### src/design/sws_pkg.sv
package sws_pkg;

   localparam int STAKE_W = 32;
   localparam int WINS_W  = 32;
   localparam int DRAW_W  = 16;
   localparam int SLOT_W  = 4;
   localparam int CHOSEN_W = 4;
   localparam int SCALED_W = STAKE_W + DRAW_W;

   localparam logic [1:0] CMD_ADD    = 2'd0;
   localparam logic [1:0] CMD_SELECT = 2'd1;
   localparam logic [1:0] CMD_TOPUP  = 2'd2;

   localparam logic [1:0] ST_OK      = 2'd0;
   localparam logic [1:0] ST_EMPTY   = 2'd1;
   localparam logic [1:0] ST_FULL    = 2'd2;
   localparam logic [1:0] ST_BADSLOT = 2'd3;

   // control from the sequencer to the scan unit
   typedef struct packed {
      logic clear;
      logic valid;
   } scan_ctl_type;

endpackage

### src/design/sws_ram.sv
module sws_ram #(
   parameter int WIDTH = 64,
   parameter int DEPTH = 16,
   localparam int AW = (DEPTH > 1) ? $clog2(DEPTH) : 1
) (
   input  logic             clock,
   input  logic             wr_en,
   input  logic [AW-1:0]    wr_addr,
   input  logic [WIDTH-1:0] wr_data,
   input  logic [AW-1:0]    rd_addr,
   output logic [WIDTH-1:0] rd_data
);

   logic [WIDTH-1:0] mem [DEPTH];
   logic [WIDTH-1:0] rd_data_ff;

   always_ff @(posedge clock) begin
      if (wr_en) begin
         mem[wr_addr] <= wr_data;
      end
      rd_data_ff <= mem[rd_addr];
   end

   assign rd_data = rd_data_ff;

endmodule

### src/design/sws_acc.sv
module sws_acc #(
   parameter int IDX_W = 4,
   parameter int RS_W  = 52
) (
   input  logic                           clock,
   input  logic                           reset,
   input  sws_pkg::scan_ctl_type          ctl,
   input  logic [IDX_W-1:0]               rd_idx,
   input  logic [sws_pkg::STAKE_W-1:0]    rd_stake,
   input  logic [sws_pkg::WINS_W-1:0]     rd_wins,
   input  logic [RS_W-1:0]                lhs,
   output logic [IDX_W-1:0]               pick_idx,
   output logic [sws_pkg::STAKE_W-1:0]    pick_stake,
   output logic [sws_pkg::WINS_W-1:0]     pick_wins
);

   // stage 1: scale the stake by 65535 as (s << 16) - s
   logic                            s1_valid_ff;
   logic [sws_pkg::SCALED_W-1:0]    s1_scaled_ff;
   logic [sws_pkg::STAKE_W-1:0]     s1_stake_ff;
   logic [sws_pkg::WINS_W-1:0]      s1_wins_ff;
   logic [IDX_W-1:0]                s1_idx_ff;
   logic [sws_pkg::SCALED_W-1:0]    s1_scaled_in;

   // stage 2: running scaled sum and compare
   logic [RS_W-1:0]                 rs_ff;
   logic [RS_W-1:0]                 rs_in;
   logic                            found_ff;
   logic                            hit;
   logic                            load;
   logic [IDX_W-1:0]                pick_idx_ff;
   logic [sws_pkg::STAKE_W-1:0]     pick_stake_ff;
   logic [sws_pkg::WINS_W-1:0]      pick_wins_ff;

   assign s1_scaled_in = {rd_stake, {sws_pkg::DRAW_W{1'b0}}}
                       - sws_pkg::SCALED_W'(rd_stake);

   assign rs_in = rs_ff + RS_W'(s1_scaled_ff);
   assign hit   = s1_valid_ff && !found_ff && (lhs <= rs_in);
   // entry 0 is the fallback, so latch it unless something already won
   assign load  = s1_valid_ff && !found_ff && (hit || (s1_idx_ff == '0));

   always_ff @(posedge clock) begin
      if (reset) begin
         s1_valid_ff <= 1'b0;
         found_ff    <= 1'b0;
         rs_ff       <= '0;
      end else if (ctl.clear) begin
         s1_valid_ff <= 1'b0;
         found_ff    <= 1'b0;
         rs_ff       <= '0;
      end else begin
         s1_valid_ff <= ctl.valid;
         if (s1_valid_ff) begin
            rs_ff <= rs_in;
         end
         if (hit) begin
            found_ff <= 1'b1;
         end
      end
      s1_scaled_ff <= s1_scaled_in;
      s1_stake_ff  <= rd_stake;
      s1_wins_ff   <= rd_wins;
      s1_idx_ff    <= rd_idx;
      if (load) begin
         pick_idx_ff   <= s1_idx_ff;
         pick_stake_ff <= s1_stake_ff;
         pick_wins_ff  <= s1_wins_ff;
      end
   end

   assign pick_idx   = pick_idx_ff;
   assign pick_stake = pick_stake_ff;
   assign pick_wins  = pick_wins_ff;

endmodule

### src/design/stake_weighted_selector_top.sv
// Channel   | Ports                                           | Direction | Handshake
// ----------+-------------------------------------------------+-----------+------------------
// request   | req_command, req_amount, req_draw, req_slot     | in        | start & !busy
// response  | rsp_status, rsp_chosen, rsp_chosen_stake, rsp_wins | out    | rsp_valid, 1 cycle
//
// Add answers in the cycle after the word is taken. Top-up reads the table,
// adds with saturation and writes back. Select issues one table read per
// entry through the entry table's read port, feeding the scale/accumulate/
// compare unit, then drains it and writes back the win count. Error cases
// answer in the cycle after the word is taken. Reset clears the entry count,
// the stake total and the sequencer; the table contents stay undefined until
// added. The receiver cannot stall: each response word is shown for exactly
// one cycle.
module stake_weighted_selector_top #(
   parameter int MAX_ENTRIES = 16
) (
   input  logic                            clock,
   input  logic                            reset,
   input  logic                            start,
   output logic                            busy,
   input  logic [1:0]                      req_command,
   input  logic [sws_pkg::STAKE_W-1:0]     req_amount,
   input  logic [sws_pkg::DRAW_W-1:0]      req_draw,
   input  logic [sws_pkg::SLOT_W-1:0]      req_slot,
   output logic                            rsp_valid,
   output logic [1:0]                      rsp_status,
   output logic [sws_pkg::CHOSEN_W-1:0]    rsp_chosen,
   output logic [sws_pkg::STAKE_W-1:0]     rsp_chosen_stake,
   output logic [sws_pkg::WINS_W-1:0]      rsp_wins
);

   localparam int IDX_W = (MAX_ENTRIES > 1) ? $clog2(MAX_ENTRIES) : 1;
   localparam int CNT_W = $clog2(MAX_ENTRIES + 1);
   localparam int CMP_W = (CNT_W > sws_pkg::SLOT_W) ? CNT_W : sws_pkg::SLOT_W;
   // a sum of MAX_ENTRIES full stakes fits here
   localparam int TOT_W = sws_pkg::STAKE_W + $clog2(MAX_ENTRIES);
   localparam int RS_W  = TOT_W + sws_pkg::DRAW_W;
   localparam int ENT_W = sws_pkg::WINS_W + sws_pkg::STAKE_W;

   typedef enum logic [2:0] {
      S_IDLE,
      S_SCAN,
      S_DRAIN,
      S_WIN,
      S_TOP_SUM,
      S_TOP_WR
   } state_type;

   state_type                     state_ff, state_in;
   logic [CNT_W-1:0]              count_ff, count_in;
   logic [TOT_W-1:0]              total_ff, total_in;
   logic [IDX_W-1:0]              addr_ff, addr_in;
   logic [RS_W-1:0]               lhs_ff, lhs_in;
   logic                          drain_ff, drain_in;
   logic [sws_pkg::STAKE_W-1:0]   added_ff, added_in;
   logic                          rd_valid_ff;
   logic [IDX_W-1:0]              rd_idx_ff;

   logic                          rsp_valid_ff, rsp_valid_in;
   logic [1:0]                    rsp_status_ff, rsp_status_in;
   logic [sws_pkg::CHOSEN_W-1:0]  rsp_chosen_ff, rsp_chosen_in;
   logic [sws_pkg::STAKE_W-1:0]   rsp_stake_ff, rsp_stake_in;
   logic [sws_pkg::WINS_W-1:0]    rsp_wins_ff, rsp_wins_in;

   // entry table: {wins, stake}
   logic                          ram_we;
   logic [IDX_W-1:0]              ram_waddr;
   logic [ENT_W-1:0]              ram_wdata;
   logic [IDX_W-1:0]              ram_raddr;
   logic [ENT_W-1:0]              ram_rdata;
   logic [sws_pkg::STAKE_W-1:0]   rd_stake;
   logic [sws_pkg::WINS_W-1:0]    rd_wins;

   sws_pkg::scan_ctl_type         scan_ctl;
   logic [IDX_W-1:0]              pick_idx;
   logic [sws_pkg::STAKE_W-1:0]   pick_stake;
   logic [sws_pkg::WINS_W-1:0]    pick_wins;

   logic                          accept;
   logic [CMP_W-1:0]              slot_ext;
   logic [CMP_W-1:0]              count_ext;
   logic [CMP_W-1:0]              pick_ext;
   logic [CMP_W-1:0]              rslot_ext;
   logic [CNT_W:0]                addr_next_ext;
   logic                          scan_last;
   logic [sws_pkg::STAKE_W:0]     topup_sum;

   assign accept        = start && !busy;
   assign slot_ext      = CMP_W'(req_slot);
   assign count_ext     = CMP_W'(count_ff);
   assign pick_ext      = CMP_W'(pick_idx);
   assign rslot_ext     = CMP_W'(ram_raddr);
   assign addr_next_ext = (CNT_W + 1)'(addr_ff) + 1'b1;
   assign scan_last     = (addr_next_ext == (CNT_W + 1)'(count_ff));
   assign rd_stake      = ram_rdata[sws_pkg::STAKE_W-1:0];
   assign rd_wins       = ram_rdata[ENT_W-1:sws_pkg::STAKE_W];
   // the amount is only needed in the cycle after accept; hold it in added_ff
   assign topup_sum     = {1'b0, rd_stake} + {1'b0, added_ff};

   sws_ram #(
      .WIDTH (ENT_W),
      .DEPTH (MAX_ENTRIES)
   ) u_table (
      .clock   (clock),
      .wr_en   (ram_we),
      .wr_addr (ram_waddr),
      .wr_data (ram_wdata),
      .rd_addr (ram_raddr),
      .rd_data (ram_rdata)
   );

   assign scan_ctl.clear = accept && (req_command == sws_pkg::CMD_SELECT);
   assign scan_ctl.valid = rd_valid_ff;

   sws_acc #(
      .IDX_W (IDX_W),
      .RS_W  (RS_W)
   ) u_acc (
      .clock      (clock),
      .reset      (reset),
      .ctl        (scan_ctl),
      .rd_idx     (rd_idx_ff),
      .rd_stake   (rd_stake),
      .rd_wins    (rd_wins),
      .lhs        (lhs_ff),
      .pick_idx   (pick_idx),
      .pick_stake (pick_stake),
      .pick_wins  (pick_wins)
   );

   always_comb begin
      state_in      = state_ff;
      count_in      = count_ff;
      total_in      = total_ff;
      addr_in       = addr_ff;
      lhs_in        = lhs_ff;
      drain_in      = drain_ff;
      added_in      = added_ff;
      rsp_valid_in  = 1'b0;
      rsp_status_in = rsp_status_ff;
      rsp_chosen_in = rsp_chosen_ff;
      rsp_stake_in  = rsp_stake_ff;
      rsp_wins_in   = rsp_wins_ff;
      ram_we        = 1'b0;
      ram_waddr     = addr_ff;
      ram_wdata     = {rsp_wins_ff, rsp_stake_ff};
      ram_raddr     = addr_ff;

      unique case (state_ff)
         S_IDLE: begin
            // read the addressed slot early so top-up data is ready next cycle
            ram_raddr = slot_ext[IDX_W-1:0];
            if (start) begin
               unique case (req_command)
                  sws_pkg::CMD_ADD: begin
                     rsp_valid_in = 1'b1;
                     if (count_ff == CNT_W'(MAX_ENTRIES)) begin
                        rsp_status_in = sws_pkg::ST_FULL;
                        rsp_chosen_in = '0;
                        rsp_stake_in  = '0;
                        rsp_wins_in   = '0;
                     end else begin
                        ram_we        = 1'b1;
                        ram_waddr     = count_ff[IDX_W-1:0];
                        ram_wdata     = {{sws_pkg::WINS_W{1'b0}}, req_amount};
                        count_in      = count_ff + 1'b1;
                        total_in      = total_ff + TOT_W'(req_amount);
                        rsp_status_in = sws_pkg::ST_OK;
                        rsp_chosen_in = count_ext[sws_pkg::CHOSEN_W-1:0];
                        rsp_stake_in  = req_amount;
                        rsp_wins_in   = '0;
                     end
                  end
                  sws_pkg::CMD_SELECT: begin
                     if (count_ff == '0) begin
                        rsp_valid_in  = 1'b1;
                        rsp_status_in = sws_pkg::ST_EMPTY;
                        rsp_chosen_in = '0;
                        rsp_stake_in  = '0;
                        rsp_wins_in   = '0;
                     end else begin
                        lhs_in   = RS_W'(req_draw) * RS_W'(total_ff);
                        addr_in  = '0;
                        state_in = S_SCAN;
                     end
                  end
                  sws_pkg::CMD_TOPUP: begin
                     if (slot_ext >= count_ext) begin
                        rsp_valid_in  = 1'b1;
                        rsp_status_in = sws_pkg::ST_BADSLOT;
                        rsp_chosen_in = '0;
                        rsp_stake_in  = '0;
                        rsp_wins_in   = '0;
                     end else begin
                        addr_in  = slot_ext[IDX_W-1:0];
                        added_in = req_amount;
                        state_in = S_TOP_SUM;
                     end
                  end
                  default: begin
                     rsp_valid_in  = 1'b1;
                     rsp_status_in = sws_pkg::ST_BADSLOT;
                     rsp_chosen_in = '0;
                     rsp_stake_in  = '0;
                     rsp_wins_in   = '0;
                  end
               endcase
            end
         end
         S_SCAN: begin
            // issue one table read per cycle, in entry order
            if (scan_last) begin
               drain_in = 1'b0;
               state_in = S_DRAIN;
            end else begin
               addr_in = addr_ff + 1'b1;
            end
         end
         S_DRAIN: begin
            // let the last read pass both stages of the scan unit
            if (drain_ff) begin
               state_in = S_WIN;
            end else begin
               drain_in = 1'b1;
            end
         end
         S_WIN: begin
            ram_we        = 1'b1;
            ram_waddr     = pick_idx;
            rsp_valid_in  = 1'b1;
            rsp_status_in = sws_pkg::ST_OK;
            rsp_chosen_in = pick_ext[sws_pkg::CHOSEN_W-1:0];
            rsp_stake_in  = pick_stake;
            rsp_wins_in   = (pick_wins == '1) ? pick_wins : pick_wins + 1'b1;
            ram_wdata     = {rsp_wins_in, pick_stake};
            state_in      = S_WIN == state_ff ? S_IDLE : state_ff;
         end
         S_TOP_SUM: begin
            // saturate the stake; the total grows by what was really added
            rsp_chosen_in = CMP_W'(addr_ff) == rslot_ext ?
                            rslot_ext[sws_pkg::CHOSEN_W-1:0] : '0;
            rsp_wins_in   = rd_wins;
            if (topup_sum[sws_pkg::STAKE_W]) begin
               rsp_stake_in = '1;
               added_in     = ~rd_stake;
            end else begin
               rsp_stake_in = topup_sum[sws_pkg::STAKE_W-1:0];
            end
            state_in = S_TOP_WR;
         end
         S_TOP_WR: begin
            ram_we        = 1'b1;
            ram_waddr     = addr_ff;
            ram_wdata     = {rsp_wins_ff, rsp_stake_ff};
            total_in      = total_ff + TOT_W'(added_ff);
            rsp_valid_in  = 1'b1;
            rsp_status_in = sws_pkg::ST_OK;
            state_in      = S_IDLE;
         end
         default: begin
            state_in = S_IDLE;
         end
      endcase
   end

   always_ff @(posedge clock) begin
      if (reset) begin
         state_ff     <= S_IDLE;
         count_ff     <= '0;
         total_ff     <= '0;
         rsp_valid_ff <= 1'b0;
         rd_valid_ff  <= 1'b0;
         drain_ff     <= 1'b0;
      end else begin
         state_ff     <= state_in;
         count_ff     <= count_in;
         total_ff     <= total_in;
         rsp_valid_ff <= rsp_valid_in;
         rd_valid_ff  <= (state_ff == S_SCAN);
         drain_ff     <= drain_in;
      end
      addr_ff       <= addr_in;
      lhs_ff        <= lhs_in;
      added_ff      <= added_in;
      rd_idx_ff     <= addr_ff;
      rsp_status_ff <= rsp_status_in;
      rsp_chosen_ff <= rsp_chosen_in;
      rsp_stake_ff  <= rsp_stake_in;
      rsp_wins_ff   <= rsp_wins_in;
   end

   assign busy             = (state_ff != S_IDLE);
   assign rsp_valid        = rsp_valid_ff;
   assign rsp_status       = rsp_status_ff;
   assign rsp_chosen       = rsp_chosen_ff;
   assign rsp_chosen_stake = rsp_stake_ff;
   assign rsp_wins         = rsp_wins_ff;

endmodule
### config.mk
export PLATFORM = sky130hd
export DESIGN_NAME = stake_weighted_selector_top
export DESIGN_NICKNAME = d
export VERILOG_FILES = /design/src/design/sws_pkg.sv /design/src/design/sws_ram.sv /design/src/design/sws_acc.sv /design/src/design/stake_weighted_selector_top.sv
export SDC_FILE = /design/constraint.sdc
export NUM_CORES = 2
export LEC_CHECK = 0
export CORE_MARGIN = 2
export CORE_UTILIZATION = 35
export DETAILED_ROUTE_END_ITERATION = 8
export DONT_BUFFER_PORTS = 1
export MAX_ROUTING_LAYER = met4
export PLACE_DENSITY = 0.5
export SYNTH_ARGS = -nofsm -noshare
export SYNTH_HDL_FRONTEND = slang
export SYNTH_SLANG_ARGS = --single-unit
### constraint.sdc
create_clock -name clock -period 24.2 [get_ports clock]
set_input_delay 2.42 -clock clock [delete_from_list [all_inputs] [get_ports clock]]
set_output_delay 2.42 -clock clock [all_outputs]
set_load 0.005 [all_outputs]
==> After elaboration in Yosys (flattened, before gate mapping) <==
Memories as Yosys holds them, arrays and structs flattened. A register that Yosys moved wholly into a read port is not among the register bits.
Index checks and enable logic that the tools add are counted.
{ "op_classes": {"add_sub_neg": 9, "n_mul": 1, "n_lt_le_gt_ge": 2, "n_eq_ne": 27, "n_mux": 69, "bitwise": 3, "n_reduce_logical": 30} }
{ "op_table": {"columns": ["op", "count"], "rows": [
  ["two-way mux 32 bit", 11],
  ["one-hot mux 32 bit (3 select lines)", 3],
  ["two-way mux 64 bit", 3],
  ["one-hot mux 32 bit (2 select lines)", 2],
  ["one-hot mux 64 bit (2 select lines)", 1],
  ["two-way mux 36 bit", 3],
  ["adder 36 x 32 -> 36 bit", 2],
  ["one-hot mux 36 bit (2 select lines)", 1],
  ["adder 52 x 48 -> 52 bit", 1],
  ["less-or-equal comparator 52 bit", 1],
  ["multiplier 16 x 36 -> 52 bit", 1],
  ["two-way mux 4 bit", 13],
  ["subtractor 48 x 32 -> 48 bit", 1],
  ["adder 32 x 32 -> 33 bit", 1],
  ["adder 32 x 1 -> 32 bit, second input constant", 1],
  ["equality test 32 bit, second input constant", 1],
  ["inverter 32 bit", 1],
  ["one-hot mux 4 bit (2 select lines)", 3],
  ["one-hot mux 4 bit (3 select lines)", 2],
  ["AND reduction 4 bit", 5],
  ["two-way mux 3 bit", 6],
  ["inequality test 2 bit, second input constant", 8],
  ["one-hot mux 3 bit (5 select lines)", 1],
  ["inequality test 3 bit, second input constant", 4],
  ["36 further kinds", 65]
]} }
{ "word_totals": {"ff_bits": 447, "ram_bits": 1024, "in_bits": 57, "out_inout_bits": 72, "n_memories": 1} }
{ "mem_list": {"columns": ["name", "words", "width", "read_ports", "rd_ports_with_merged_regs", "wr", "line_no", "source"], "rows": [
  ["u_table.mem", 16, 64, 1, 1, 1, "sws_ram.sv:14", "logic [WIDTH-1:0] mem [DEPTH];"]
]} }

==> Logic depth before layout (Yosys ltp) <==
{ "depth": {"depth_word": 7, "mapped_depth": 27, "ltp_nobuf": 25} }

==> Modules after synthesis <==
A second synthesis with hierarchy kept.
{ "unflattened": {"cells_unflattened": 6430, "hier_area_um2": 83349.9} }
{ "by_module_without_submodules": {"columns": ["mod", "n_inst", "cells_per_inst", "area_per_inst_um2"], "rows": [
  ["sws_ram", 1, 1647, 39581.7],
  ["stake_weighted_selector_top", 1, 3578, 31849.3],
  ["sws_acc", 1, 1205, 11918.9]
]} }

==> Worst setup path after synthesis <==
No wires, ideal clock.
{ "synth_path": {"path_kind": "flip-flop to flip-flop", "start": "register u_acc.rs_ff[3]", "end": "register u_acc.pick_idx_ff[0] (netlist: u_acc.pick_idx[0]), enable pin", "setup_time_ns": 0.578, "t_arrival_ns": 8.590, "t_required_ns": 23.622, "setup_slack_ns": 15.032, "path_stages_with_launch": 20, "path_buffers": 0, "period_less_slack_ns": 9.168, "path_cell_list": "dfxtp_1 -> ha_1 -> nand3_1 -> o211ai_2 -> and4b_1 -> o21bai_1 -> a2111oi_1 -> o2111ai_1 -> a2111oi_2 -> o21ai_1 -> nand2_1 -> nand4_1 -> xor2_1 -> ha_1 -> nand4_1 -> nor4_1 -> nand3_1 -> o31ai_1 -> nor2_1 -> nor3_1"} }
{ "synth_between": {"elab_chain_cells": 5} }
{ "synth_rtl": {"columns": ["item", "line_no", "source"], "rows": [
  ["from (decl)", "sws_acc.sv:26", "logic [RS_W-1:0] rs_ff;"],
  ["from (signal assigned)", "sws_acc.sv:55", "rs_ff <= rs_in;"],
  ["adder 52 x 48 -> 52 bit", "sws_acc.sv:38", "assign rs_in = rs_ff + RS_W'(s1_scaled_ff);"],
  ["less-or-equal comparator 52 bit", "sws_acc.sv:39", "assign hit = s1_valid_ff && !found_ff && (lhs <= rs_in);"],
  ["logical AND 1 bit", "sws_acc.sv:39", null],
  ["logical OR 1 bit", "sws_acc.sv:41", "assign load = s1_valid_ff && !found_ff && (hit || (s1_idx_ff == '0));"],
  ["logical AND 1 bit", "sws_acc.sv:41", null],
  ["via u_acc.load", "sws_acc.sv:30", "logic load;"],
  ["to (signal assigned)", "sws_acc.sv:66", "pick_idx_ff <= s1_idx_ff;"],
  ["to (decl)", "sws_acc.sv:31", "logic [IDX_W-1:0] pick_idx_ff;"]
]} }
The timed path passes the listed nets, and every way through them passes these cells.
A chain may end at the register's enable or synchronous reset.

==> Final worst setup path <==
{ "layout_path": {"start": "input port req_draw[4] in the netlist's numbering", "end": "register lhs_ff[49], data pin"} }
{ "layout_between": {"elab_chain_cells": 1} }
{ "layout_rtl": {"columns": ["item", "line_no", "source"], "rows": [
  ["from (decl)", "stake_weighted_selector_top.sv:23", "input logic [sws_pkg::DRAW_W-1:0] req_draw,"],
  ["multiplier 16 x 36 -> 52 bit", "stake_weighted_selector_top.sv:182", "lhs_in = RS_W'(req_draw) * RS_W'(total_ff);"],
  ["to (signal assigned)", "stake_weighted_selector_top.sv:283", "lhs_ff <= lhs_in;"],
  ["to (decl)", "stake_weighted_selector_top.sv:53", "logic [RS_W-1:0] lhs_ff, lhs_in;"]
]} }
No other way between the ends.

==> flow_summary.ini <==
[synth]
synth.most_common_cell = nand2_1
synth_edf_count = 1250
synth-seq-cells = 1534
mappedNetlistNets = 8482
synth.top_cell.area_share_pct = 44.7
synthTopCellsByCount = 1693 x nand2_1, 1250 x edfxtp_1, 553 x inv_1
synth.largest_area_cell = edfxtp_1
synth_warnings = 0
synth_area_um2 = 84000
ys_async_sr_fraction_pct = 0
synthCells = 7631
synth_cell_types = 91
ys.flop_type = edfxtp_1
ys_seq_area_share_pct = 51.5
synth_area_per_cell_um2 = 11.0
yosys-top-cells-area = edfxtp_1 45%, fa_1 11%, nand2_1 7.6%, dfxtp_1 6.8%, ha_1 4.7%

[power_and_ir_drop]
ir_drop_mv = 0.0656
finalPower_mw = 7.18
cellLeakagePower_nw = 36.5
power-per-cell-area_nw_per_um2 = 77.1

[timing]
fmax_mhz = 116
hold_viol = 0
skew_ps = 36.6
rsz0062_at_grt = false
whs_ps = 328
period_share_pct = 35.6
slew_headroom_pct = 8.63
report.final.slew_viol_count = 0
tns_ps = 0
setup_ws_ps = 15600
worstMarginPinSlew_ps = 1360
post-route-min-period_ps = 8600
setup_viol = 0

[floorplan]
dieWidth_um = 494
dieArea_um2 = 244000
rows = 179
fp.dieH_um = 494
core_um2 = 238000
io_pins = 129
initial_utilization_pct = 35.2

[clock_network]
postCtsSetupRepairBufs = 0
cts_buffers = 167
clk_latency_ps = 830
cts_htree_levels = 4
ctsResizeCount = 0
clock_sinks = 1534
cts-root-buf = clkbuf_16
holdBufCountCts = 0
cts_buffer_depth = 3
cts_tree = yes
path_clk_slew_ps = 60

[worst_setup_path]
path_class = input pin to flop
cp-start-kind = input pin
cp.arrival_ps = 9180
end_kind = flop
path_max_fanout = 36
required_ps = 24780
r2r_cells = 21

[finish]
drive_above_1_share_pct = 6.04
num-fill-cells = 23081
final_cells = 10804
final_area_um2 = 93000
area_delta_synth_final_pct = 10.8
num-nets-final = 8343
post-route-util_pct = 39.0

[placed_design]
place_ws_ps = 14790
place_congestion = 0.917
io_buffers = 0
place_hpwl_um = 158000
dp.cells = 10490
post_dp_cell_area_um2 = 87500

[route]
via_per_inst = 5.26
drcViolationCount = 0
drt_pre_antenna_iters = 5
detail_route.wl_per_cell_um = 23.1
dr.first_iter.drc_count = 4243
ant_nets = 0
num_vias = 56846
wirelength_um = 249000

[grt]
grt_usage_pct = 21.0
grt_pass1_vias = 57534
overflow = 0
antenna_found_initial = 2
grt_max_degree = 123
grt_first_pass_wirelength_um = 376000

[hold_path]
min_path_type = flop to flop
holdPathStages = 0

[run_status]
status = completed

[flow_run]
max-cap-violations = 0
per-layer routing:
layer	GRT usage [%]	up-vias	share of wire, %	wire length (um)
met3	2.60	327	4.3	10800
met2	35.6	1343	50	125000
met4	6.82	0	3.2	8030
met1	25.9	28924	42	106000
li1	-	26252	-	-
met5	-	-	0	0
worst paths after layout:
kind	startpoint	endpoint	slack, ps
setup / recovery	req_draw[4]	lhs_ff[49]	15600
hold / removal	rd_idx_ff[0]	u_acc.s1_idx_ff[0]	330
setup reg to reg	u_acc.rs_ff[2]	u_acc.pick_wins[7]	16160
hold reg to reg	rd_idx_ff[0]	u_acc.s1_idx_ff[0]	330
cell type report:
type	instances	area, um2	share of cell area, %
Antenna cell	2	5.00	0.00538
Clock buffer	242	4720	5.08
Clock inverter	70	836	0.898
Inverter	555	2080	2.24
Multi-Input combinational cell	5123	37400	40.2
Sequential cell	1534	43200	46.5
Tap cell	3167	3960	4.26
Timing Repair Buffer	111	833	0.896
where the power goes:
part | leakage [nW] | internal [mW] | total (mW) | switching, mW
logic | 20.1 | 0.519 | 1.47 | 0.955
clock network | 2.71 | 1.48 | 2.56 | 1.09
registers | 13.8 | 3.03 | 3.14 | 0.109
total | 36.5 | 5.03 | 7.18 | 2.15
cell families after synthesis:
logic type | count (synthesis) | synth area share [%]
xor+xnor | 230 | 2.40
compound gates | 1224 | 9.93
mux | 42 | 0.548
simple gates | 2833 | 15.2
buf+inv | 974 | 4.36
flops | 1534 | 51.5
fa+ha+maj | 794 | 16.1
flip-flops by register name, summed over array words and instances, names as in the netlist, 5 cells and up:
name	cells
u_acc.pick_stake	32
u_acc.s1_wins_ff	32
rsp_chosen_stake	32
rsp_wins	32
count_ext	5
total_ff	36
lhs_ff	52
u_acc.rs_ff	52
added_ff	32
u_table.rd_data	64
u_acc.s1_stake_ff	31
u_table.mem	1024
u_acc.s1_scaled_ff	48
u_acc.pick_wins	32
critical path, cell delays in order:
cell      delay [ps]
and2_1           170
fa_1             540
inv_1             50
fa_1             450
fa_1             530
inv_1             60
fa_1             520
fa_1             520
inv_1             60
fa_1             480
inv_1             40
ha_1             360
a21oi_1          230
o21ai_0          160
a22oi_1          280
a21boi_0         140
a221oi_1         670
a21oi_1          240
a31o_2           330
a311oi_1         500
o21bai_1         110
a21oi_1          200
xnor2_1           80
cell usage in the layout, fill, tap and decap left out, types with 24 or more instances in the layout:
master	n
o21a_1	27
a211oi_1	24
a22oi_1	40
a21oi_1	314
ha_1	317
a21o_1	187
nand4_1	47
nor3_1	31
mux2_2	31
and3_1	161
clkbuf_8	24
a31oi_1	90
clkbuf_1	50
and2_1	274
clkbuf_16	168
a311oi_1	193
nand3_1	314
nand2b_1	24
nor2_1	144
fa_1	477
a221o_1	36
xnor2_1	133
o21ai_0	146
xor2_1	97
edfxtp_1	1250
o21bai_1	30
dfxtp_1	284
inv_1	553
buf_4	111
nand2_1	1690
o21ai_1	30
nor2b_1	36
Power figures use the tool's default switching activity.
